$ cat config.mk
export PLATFORM = sky130hd
export DESIGN_NAME = pvs_merge
export DESIGN_NICKNAME = d
export VERILOG_FILES = /design/src/sv/assert_macros.svh /design/src/sv/pvs_pkg.sv /design/src/sv/pvs_merge.sv
export SDC_FILE = /design/constraint.sdc
export NUM_CORES = 1
export LEC_CHECK = 0
export BUFFER_PORTS_ARGS = -buffer_cell sky130_fd_sc_hd__buf_4
export CELL_PAD_IN_SITES_DETAIL_PLACEMENT = 2
export CELL_PAD_IN_SITES_GLOBAL_PLACEMENT = 2
export CORE_MARGIN = 2
export CORE_UTILIZATION = 10
export DETAILED_ROUTE_END_ITERATION = 10
export GPL_TIMING_DRIVEN = 0
export PLACE_DENSITY_LB_ADDON = 0.08
export SETUP_SLACK_MARGIN = 0.3
export SLEW_MARGIN = 0
export SYNTH_ARGS = -nofsm -noshare
export SYNTH_HDL_FRONTEND = slang
export SYNTH_SLANG_ARGS = --single-unit
$ cat constraint.sdc
create_clock -name vclk -period 0.93
set_input_delay 0.093 -clock vclk [all_inputs]
set_output_delay 0.093 -clock vclk [all_outputs]
set_load 0.01 [all_outputs]
$ cat src/sv/assert_macros.svh
// Assertion macros for the voxel store RTL.
// No dependencies; include by bare file name.
`ifndef ASSERT_MACROS_SVH
`define ASSERT_MACROS_SVH

// Property checked on every clock edge outside reset.
`define PVS_ASSERT(lbl, prop, msg) \
  lbl: assert property (@(posedge clk) disable iff (!rst_n) (prop)) else $error(msg);

// Condition in one cycle implies a condition in the next cycle.
`define PVS_ASSERT_NEXT(lbl, cond, nxt, msg) \
  lbl: assert property (@(posedge clk) disable iff (!rst_n) (cond) |=> (nxt)) else $error(msg);

`endif

$ cat src/sv/pvs_pkg.sv
// Types and constants for the packed voxel store.
// No dependencies.
package pvs_pkg;

  localparam logic [2:0] OP_READ      = 3'd0;
  localparam logic [2:0] OP_SET_BLOCK = 3'd1;
  localparam logic [2:0] OP_SET_RAW   = 3'd2;
  localparam logic [2:0] OP_SET_LIGHT = 3'd3;
  localparam logic [2:0] OP_ACK       = 3'd4;

  localparam int CFG_IDX_W = 2;
  localparam logic [CFG_IDX_W-1:0] CFG_SPAWNER = 2'd0;
  localparam logic [CFG_IDX_W-1:0] CFG_ENCHANT = 2'd1;

  localparam logic [7:0] SPAWNER_RESET = 8'd52;
  localparam logic [7:0] ENCHANT_RESET = 8'd116;

  typedef struct packed {
    logic [2:0] operation;
    logic [3:0] x_pos;
    logic [3:0] y_pos;
    logic [3:0] z_pos;
    logic [7:0] block_type;
    logic [3:0] meta_nibble;
    logic [3:0] sky_level;
    logic [3:0] torch_level;
    logic [7:0] light_byte;
  } req_t;

  typedef struct packed {
    logic [7:0] read_type;
    logic [3:0] read_meta;
    logic [3:0] read_sky;
    logic [3:0] read_torch;
    logic [5:0] face_mask;
    logic       rebuild_pending;
    logic       spawner_present;
    logic       enchant_present;
  } rsp_t;

  typedef struct packed {
    logic [CFG_IDX_W-1:0] index;
    logic [7:0]           value;
  } cfg_t;

  // One stored voxel: type byte, light byte (torch high nibble), metadata nibble.
  typedef struct packed {
    logic [7:0] vtype;
    logic [7:0] light;
    logic [3:0] meta;
  } voxel_t;

  typedef struct packed {
    logic rebuild;
    logic spawner;
    logic enchant;
  } flags_t;

  // Write request from the update logic to the store.
  typedef struct packed {
    logic   we;
    voxel_t wdata;
  } wr_t;

endpackage

$ cat src/sv/pvs_merge.sv
// Update logic: merges one request into the voxel word read from the store,
// builds the response and the next flag values. Uses pvs_pkg.
module pvs_merge import pvs_pkg::*; #(
  parameter int EDGE = 16
) (
  input  req_t   req,
  input  logic   in_grid,
  input  voxel_t rd_word,
  input  flags_t flags,
  input  logic [7:0] spawner_code,
  input  logic [7:0] enchant_code,
  output wr_t    wr,
  output rsp_t   rsp,
  output flags_t flags_nxt
);

  localparam logic [5:0] LAST = 6'(EDGE - 1);

  logic   is_set;
  logic   is_light;
  logic   marks;
  voxel_t word_new;
  logic [5:0] faces;

  assign is_set   = (req.operation == OP_SET_BLOCK) || (req.operation == OP_SET_RAW);
  assign is_light = (req.operation == OP_SET_LIGHT);
  // Set block and set light flag a rebuild; raw set stays quiet.
  assign marks    = in_grid &&
                    ((req.operation == OP_SET_BLOCK) || (req.operation == OP_SET_LIGHT));

  always_comb begin
    word_new = rd_word;
    if (in_grid && is_set) begin
      word_new.vtype = req.block_type;
      word_new.light = {req.torch_level, req.sky_level};
      word_new.meta  = req.meta_nibble;
    end else if (in_grid && is_light) begin
      word_new.light = req.light_byte;
    end
  end

  assign wr.we    = in_grid && (is_set || is_light);
  assign wr.wdata = word_new;

  assign faces = {(6'(req.z_pos) == LAST), (req.z_pos == 4'd0),
                  (6'(req.y_pos) == LAST), (req.y_pos == 4'd0),
                  (6'(req.x_pos) == LAST), (req.x_pos == 4'd0)};

  always_comb begin
    flags_nxt = flags;
    if (req.operation == OP_ACK) begin
      flags_nxt.rebuild = 1'b0;
    end
    if (marks) begin
      flags_nxt.rebuild = 1'b1;
    end
    if (in_grid && is_set && (req.block_type == spawner_code)) begin
      flags_nxt.spawner = 1'b1;
    end
    if (in_grid && is_set && (req.block_type == enchant_code)) begin
      flags_nxt.enchant = 1'b1;
    end
  end

  always_comb begin
    rsp.read_type       = in_grid ? word_new.vtype : 8'd0;
    rsp.read_meta       = in_grid ? word_new.meta : 4'd0;
    rsp.read_sky        = in_grid ? word_new.light[3:0] : 4'd0;
    rsp.read_torch      = in_grid ? word_new.light[7:4] : 4'd0;
    rsp.face_mask       = marks ? faces : 6'd0;
    rsp.rebuild_pending = flags_nxt.rebuild;
    rsp.spawner_present = flags_nxt.spawner;
    rsp.enchant_present = flags_nxt.enchant;
  end

endmodule

==> results of run 1 <==
-- layout make-up --
type                            instances  area [um^2]
Buffer                                 13          175
Fill cell                             991         5630
Inverter                                2         7.51
Timing Repair Buffer                  147         1300
Multi-Input combinational cell        127         1340
Tap cell                              108          135
-- kinds of logic after synthesis --
logic type / Yosys count / share of synthesized area
mux: 8 / 0.0914
compound gates: 44 / 0.294
xor+xnor: 18 / 0.189
buf+inv: 15 / 0.0986
simple gates: 57 / 0.327
-- worst paths after layout --
| path | start | end |
|---|---|---|
| max | req[42] | rsp[16] |
| min | flags[1] | flags_nxt[1] |
-- where the power goes --
group	internal [mW]	switching (mW)
sequential	0	0
clock	0	0
combinational	0.881	0.714
-- synth_stat cells --
library cell  instances
xor2_2                1
buf_2                 3
nand4_1               3
nand4b_1              1
xor2_1               16
o21ai_0              14
nand3_1              12
buf_4                 3
mux2i_1               8
or4_1                 3
nand2b_1              1
a31o_2                2
nand2_4               1
nand2_1              14
a21oi_1              20
a211oi_1              6
nor2_1                9
clkbuf_1              5
and2b_1               1
nor3_1                8
nor4_1                4
a211oi_2              2
buf_6                 2
xnor2_1               1
inv_1                 2
-- metrics by stage --
stage,power (mW),TNS [ps]
global placement,1.19,-14910
global route,1.71,-13450
detailed placement,1.20,-15700
finish,1.60,-10830
floorplan,0.531,-79.3
CTS,1.47,-11800
-- routing by layer --
| metal | global-route usage | routed length (um) |
|---|---|---|
| met1 | 0.155 | 2580 |
| met2 | 0.242 | 3530 |
| met3 | 0.0122 | 325 |
| met4 | 0 | 0 |
| met5 | 0 | 0 |
-- repair_timing --
item | 4_1_cts | 5_1_grt
endpoints found under the setup margin | 53 | 53
setup buffers | 8 | 0
cloned | 3 | 0
resized for setup | 70 | 55
pin swaps | 27 | 12
==> flow_summary.ini, run 1 <==
[timing]
period_needed_ps = 1290
tightest_slew_ps = 495
finalCritPeriodShare = 1.39
maxSlewViolCount = 0
fin_hold_ws_ps = 455
rsz0062_at_grt = yes
hold_viol_final = 0
clock.fmax_mhz = 776
final.setup.worst_slack_ps = -358
setup_viol = 52
timing.slew.headroom = 0.668

[global_routing]
grt_max_degree = 11
grt_pass1_vias = 1855
overflow = 0
grt_pass1_wl_um = 9740
antenna_found_initial = 0
grtUsageTotal = 0.124

[setup_path]
crit_arrival_ps = 1200
cp-end-kind = primary output
crit_chain = buf_8 -> nand4b_1 -> buf_6 -> mux2i_4 -> a211oi_2 -> buf_4
worst-path-stages = 6
slowest_delay_ps = 240
cpMaxStageDelayCell = a211oi_2
crit_path_max_fanout = 8
critPathBufInv = 3
critPathKind = in2out
crit_path_start_kind = input pin
crit_family = buffers and inverters
crit_required_ps = 840

[die]
rows = 34
ios = 136
die_h_um = 97.6
die_w_um = 97.6
start_util = 0.102
die_area_um2 = 9520
core_area_um2 = 8590

[cells_and_area]
layout-area-overhead-vs-synth_pct = 238
diodes = 0
fin_area_um2 = 2960
final_cell_mix = buf_4, buf_6, a21oi_2
register_area_um2 = 0
drive_gt1_frac = 0.886
num-clock-buffers = 0
stdcell_count = 397
design.seq.count = 0
utilization = 0.344
finish.net_count = 374
layout_commonest_cell = buf_4

[placed_design]
dp_slack_ps = -376
place_inst = 386
place_hpwl_um = 5120
gp_congestion = 0.719
portBuffers = 136
place_area_um2 = 2270

[synth]
ys_seq_area_frac = 0
synthCells = 142
synth_cell_type_count = 25
synth.yosys.warnings = 0
synth.net_count = 225
synth_area_leaders = xor2_1, a21oi_1, mux2i_1, o21ai_0, nand3_1
syn_avg_cell_area_um2 = 6.17
yosys.area.top_type = xor2_1
synth_top_area_share = 0.160
syn_area_um2 = 876

[route]
wl_per_cell_um = 16.2
viasPerCell = 4.22
ant_nets = 0
initialDrtViolationCount = 12
vias = 1677
dr.pass1.iters = 2
wl_um = 6440
drc = 0

[outcome]
status = complete, but fails checks
violations = setup timing

[hold_path]
hold_depth = 3
worstHoldPathType = in2out

[power]
p_leak_nw = 1.26
peakVddDrop_mv = 0.169
powerDensity_nw_per_um2 = 539

[run]
cap_violations = 0

[clock_tree]
ctsHoldBuffers = 0
Power figures use the tool's default switching activity.
==> run 2, diff against run 1 <==
--- a/config.mk
+++ b/config.mk
@@ -12,6 +12,7 @@
 export CORE_UTILIZATION = 10
 export DETAILED_ROUTE_END_ITERATION = 10
 export GPL_TIMING_DRIVEN = 0
+export MAX_ROUTING_LAYER = met4
 export PLACE_DENSITY_LB_ADDON = 0.08
 export SETUP_SLACK_MARGIN = 0.3
 export SLEW_MARGIN = 0
==> run 2 against run 1 <==
Against the previous run:
- the flow still finishes with violations (setup timing)
- largest cell class unchanged
- cell area did not move
- combinational power barely moved
- sequential share of layout area did not move
- die area did not move
- setup slack got worse by 2.4 ps
- first-iteration DRC count did not move
- critical path type unchanged
- via count fell by 0.12%
- global-route usage rose by 0.38 points
==> flow_summary.ini, run 2 (synthesized netlist as in run 1, its figures left out) <==
[outcome]
status = complete, but fails checks
violations = setup timing

[cells_and_area]
design.seq.count = 0
layout-area-overhead-vs-synth_pct = 238
num-clock-buffers = 0
stdcell_count = 397
multi_input_area_um2 = 1340
register_area_um2 = 0
layout_commonest_cell = buf_4
diodes = 0
final_cell_mix = buf_4, buf_6, a21oi_2
drive_gt1_frac = 0.886
fin_area_um2 = 2960
finish.net_count = 374
nFillCells = 991

[power]
p_leak_nw = 1.26
peakVddDrop_mv = 0.169
powerDensity_nw_per_um2 = 539
total_power_mw = 1.59

[placed_design]
gp_congestion = 0.728
place_inst = 386
place_area_um2 = 2270
place_hpwl_um = 5120
dp_slack_ps = -376
portBuffers = 136

[timing]
tightest_slew_ps = 497
final.setup.worst_slack_ps = -361
rsz0062_at_grt = yes
maxSlewViolCount = 0
setup_viol = 52
hold_viol_final = 0
finalCritPeriodShare = 1.39
timing.slew.headroom = 0.666
period_needed_ps = 1290
fin_hold_ws_ps = 455
clock.fmax_mhz = 775

[global_routing]
overflow = 0
antenna_found_initial = 0
grt_max_degree = 11
grtUsageTotal = 0.128
grt_pass1_vias = 1857
grt_pass1_wl_um = 9760

[setup_path]
cpMaxStageDelayCell = a211oi_2
crit_arrival_ps = 1200
critPathKind = in2out
crit_required_ps = 840
crit_chain = buf_8 -> nand4b_1 -> buf_6 -> mux2i_4 -> a211oi_2 -> buf_4
crit_path_max_fanout = 8
critPathBufInv = 3
crit_path_start_kind = input pin
cp-end-kind = primary output
slowest_delay_ps = 240
crit_family = buffers and inverters

[die]
die_h_um = 97.6
ios = 136
start_util = 0.102
die_w_um = 97.6
core_area_um2 = 8590
die_area_um2 = 9520
rows = 34

[run]
cap_violations = 0

[route]
ant_nets = 0
drc = 0
viasPerCell = 4.22
wl_um = 6420
wl_per_cell_um = 16.2
vias = 1675
initialDrtViolationCount = 12
dr.pass1.iters = 2

[clock_tree]
ctsHoldBuffers = 0

[hold_path]
worstHoldPathType = in2out
run 2: cell counts in the layout (fill, tap and decap cells not counted):
No cell type changed its count.
run 2: worst min-delay path, stage by stage:
cell,delay [ps]
buf_4,80
a31o_4,90
buf_6,90
run 2: worst paths after layout:
path	start	endpoint	slack, ps	depth (start not counted)
setup / recovery	req[42]	rsp[16]	-360	6
hold / removal	flags[1]	flags_nxt[1]	450	3
run 2: final cells by class:
type | count | share of cell area
Inverter | 2 | 0.00254
Multi-Input combinational cell | 127 | 0.452
Tap cell | 108 | 0.0456
Timing Repair Buffer | 147 | 0.440
Buffer | 13 | 0.0592
run 2: through the flow:
step / util / setup TNS [ps]
after floorplan: - / -79.3
after global placement: 0.264 / -14910
after detailed placement: 0.264 / -15700
after CTS: 0.315 / -11800
after global routing: 0.344 / -13450
final: 0.344 / -10810
run 2: what timing repair did:
action	CTS	global route
setup buffers	8	0
pin swaps	27	12
endpoints found under the setup margin	53	53
gates cloned	3	0
gates resized for setup	70	55
run 2: per-layer routing:
metal | share of wire | GRT usage
met2 | 0.55 | 0.242
met5 | 0 | -
met4 | 0 | 0
met1 | 0.41 | 0.159
met3 | 0.039 | 0.00647
run 2: power by group:
group / switching [mW] / internal (mW) / leakage [nW]
clock: 0 / 0 / 0
combinational: 0.713 / 0.882 / 1.26
sequential: 0 / 0 / 0
total: 0.713 / 0.882 / 1.26
==> run 3, diff against run 2 <==
--- a/config.mk
+++ b/config.mk
@@ -8,6 +8,7 @@
 export BUFFER_PORTS_ARGS = -buffer_cell sky130_fd_sc_hd__buf_4
 export CELL_PAD_IN_SITES_DETAIL_PLACEMENT = 2
 export CELL_PAD_IN_SITES_GLOBAL_PLACEMENT = 2
+export CORE_ASPECT_RATIO = 0.5
 export CORE_MARGIN = 2
 export CORE_UTILIZATION = 10
 export DETAILED_ROUTE_END_ITERATION = 10
==> run 3 against run 2 <==
Against the previous run:
- largest cell class unchanged
- critical path type unchanged
- total power rose by 12%
- the flow still finishes with violations (setup timing)
- first-iteration DRC count decreased by 50%
- final cell count rose by 4.5%
==> flow_summary.ini, run 3 (synthesized netlist as in run 1, its figures left out) <==
[die]
rows = 24
start_util = 0.102
die_w_um = 136
die_area_um2 = 9570
die_h_um = 70.2
ios = 136
core_area_um2 = 8620

[power]
power.clock.fraction = 0
p_leak_nw = 1.33
combPwrFrac = 1.000
peakVddDrop_mv = 0.156
powerDensity_nw_per_um2 = 552
netSwitchingFraction = 0.450
power.switching_uw = 801
p_int_uw = 978
p_seq_frac = 0

[setup_path]
crit_required_ps = 840
cp-end-kind = primary output
cp-startpoint = req[42]
crit_path_start_kind = input pin
crit_arrival_ps = 1140
crit_path_max_fanout = 8
critPathKind = in2out

[timing]
final.setup.worst_slack_ps = -306
period_needed_ps = 1240
maxSlewViolCount = 0
tightest_slew_ps = 384
setup_viol = 52
hold_viol_final = 0
clock.fmax_mhz = 809
timing.slew.headroom = 0.744
rsz0062_at_grt = yes
finalCritPeriodShare = 1.33

[outcome]
violations = setup timing
status = complete, but fails checks

[cells_and_area]
final_cell_mix = buf_4, buf_6, a21oi_2
finish.net_count = 383
design.seq.count = 0
diodes = 0
num-clock-buffers = 0
fin_area_um2 = 3220
layout_commonest_cell = buf_4
drive_gt1_frac = 0.913
stdcell_count = 415
layout-area-overhead-vs-synth_pct = 268
register_area_um2 = 0

[route]
vias = 1704
wl_um = 6530
route.met3.wl_um = 400
initialDrtViolationCount = 6
viasPerCell = 4.11
wl_per_cell_um = 15.7
highest_layer = met3
ant_nets = 0
m1WireLength_um = 2740
dr.pass1.iters = 4
drc = 0
wl_met2_um = 3390

[placed_design]
place_hpwl_um = 4900
place_area_um2 = 2280
gp_congestion = 0.685
place_inst = 395
portBuffers = 136

[hold_path]
min-delay-start = flags[0]
hold_depth = 3
worstHoldPathType = in2out
holdPathEnd = flags_nxt[0]

[run]
cap_violations = 0

[global_routing]
overflow = 0
grt_pass1_vias = 2012
grt_pass1_wl_um = 10300
grt_max_degree = 11
antenna_found_initial = 0
grtUsageTotal = 0.135

[clock_tree]
ctsHoldBuffers = 0
## run 3: changes by cell type in the layout (fill, tap and decap cells not counted), moves of 4 or more
| cell | delta |
|---|---|
| a21oi_2 | +4 |
| buf_4 | +16 |
| buf_6 | -15 |
| mux2i_2 | +4 |
| nand3_1 | -5 |
| nand3_2 | -5 |
| nand3_4 | +10 |
| o21ai_2 | -5 |
## run 3: layer usage
layer / up-vias / GRT usage
met5: - / -
met4: 0 / 0
met3: 0 / 0.0196
met2: 61 / 0.252
met1: 814 / 0.165
li1: 829 / -
## run 3: how the worst max path moves through the flow
stage / end / slack, ps / cells past startpoint
final: rsp[9] / -310 / 6
after global routing: rsp[13] / -370 / 6
after CTS: rsp[21] / -300 / 7
after detailed placement: rsp[28] / -390 / 5
after global placement: rsp[1] / -360 / 7
after floorplan: rsp[10] / -10 / 4
## run 3: what timing repair did
action | 4_1_cts | 5_1_grt
pin swaps | 24 | 18
setup buffers | 12 | 3
endpoints found under the setup margin | 53 | 53
endpoints found under the hold margin | 0 | 0
resized for setup | 93 | 44
cloned | 4 | 1
## run 3: through the flow
step | TNS [ps] | setup slack [ps] | util | hold WS (ps) | total power, mW
2_1_floorplan | -79.3 | -14.3 | - | 295 | 0.531
3_3_place_gp | -14740 | -360 | 0.265 | 471 | 1.18
3_5_place_dp | -15500 | -388 | 0.265 | 476 | 1.20
4_1_cts | -11960 | -297 | 0.341 | 457 | 1.60
5_1_grt | -14520 | -369 | 0.374 | 468 | 1.91
6_report | -12020 | -306 | 0.374 | 457 | 1.78
## run 3: worst max-delay path: stages
cell and delay [ps]:
buf_8 100, nand4b_1 180, buf_6 190, mux2i_2 180, a211oi_2 240, buf_4 150
## run 3: layout make-up
| type | count | area [um^2] |
|---|---|---|
| Fill cell | 940 | 5400 |
| Inverter | 2 | 7.51 |
| Multi-Input combinational cell | 127 | 1470 |
| Buffer | 13 | 179 |
| Tap cell | 117 | 146 |
| Timing Repair Buffer | 156 | 1420 |
## run 3: power groups by stage
stage | sequential, mW | combinational [mW] | clock, mW
after floorplan | 0 | 0.531 | 0
after global placement | 0 | 1.18 | 0
after detailed placement | 0 | 1.20 | 0
after CTS | 0 | 1.60 | 0
after global routing | 0 | 1.91 | 0
final | 0 | 1.78 | 0
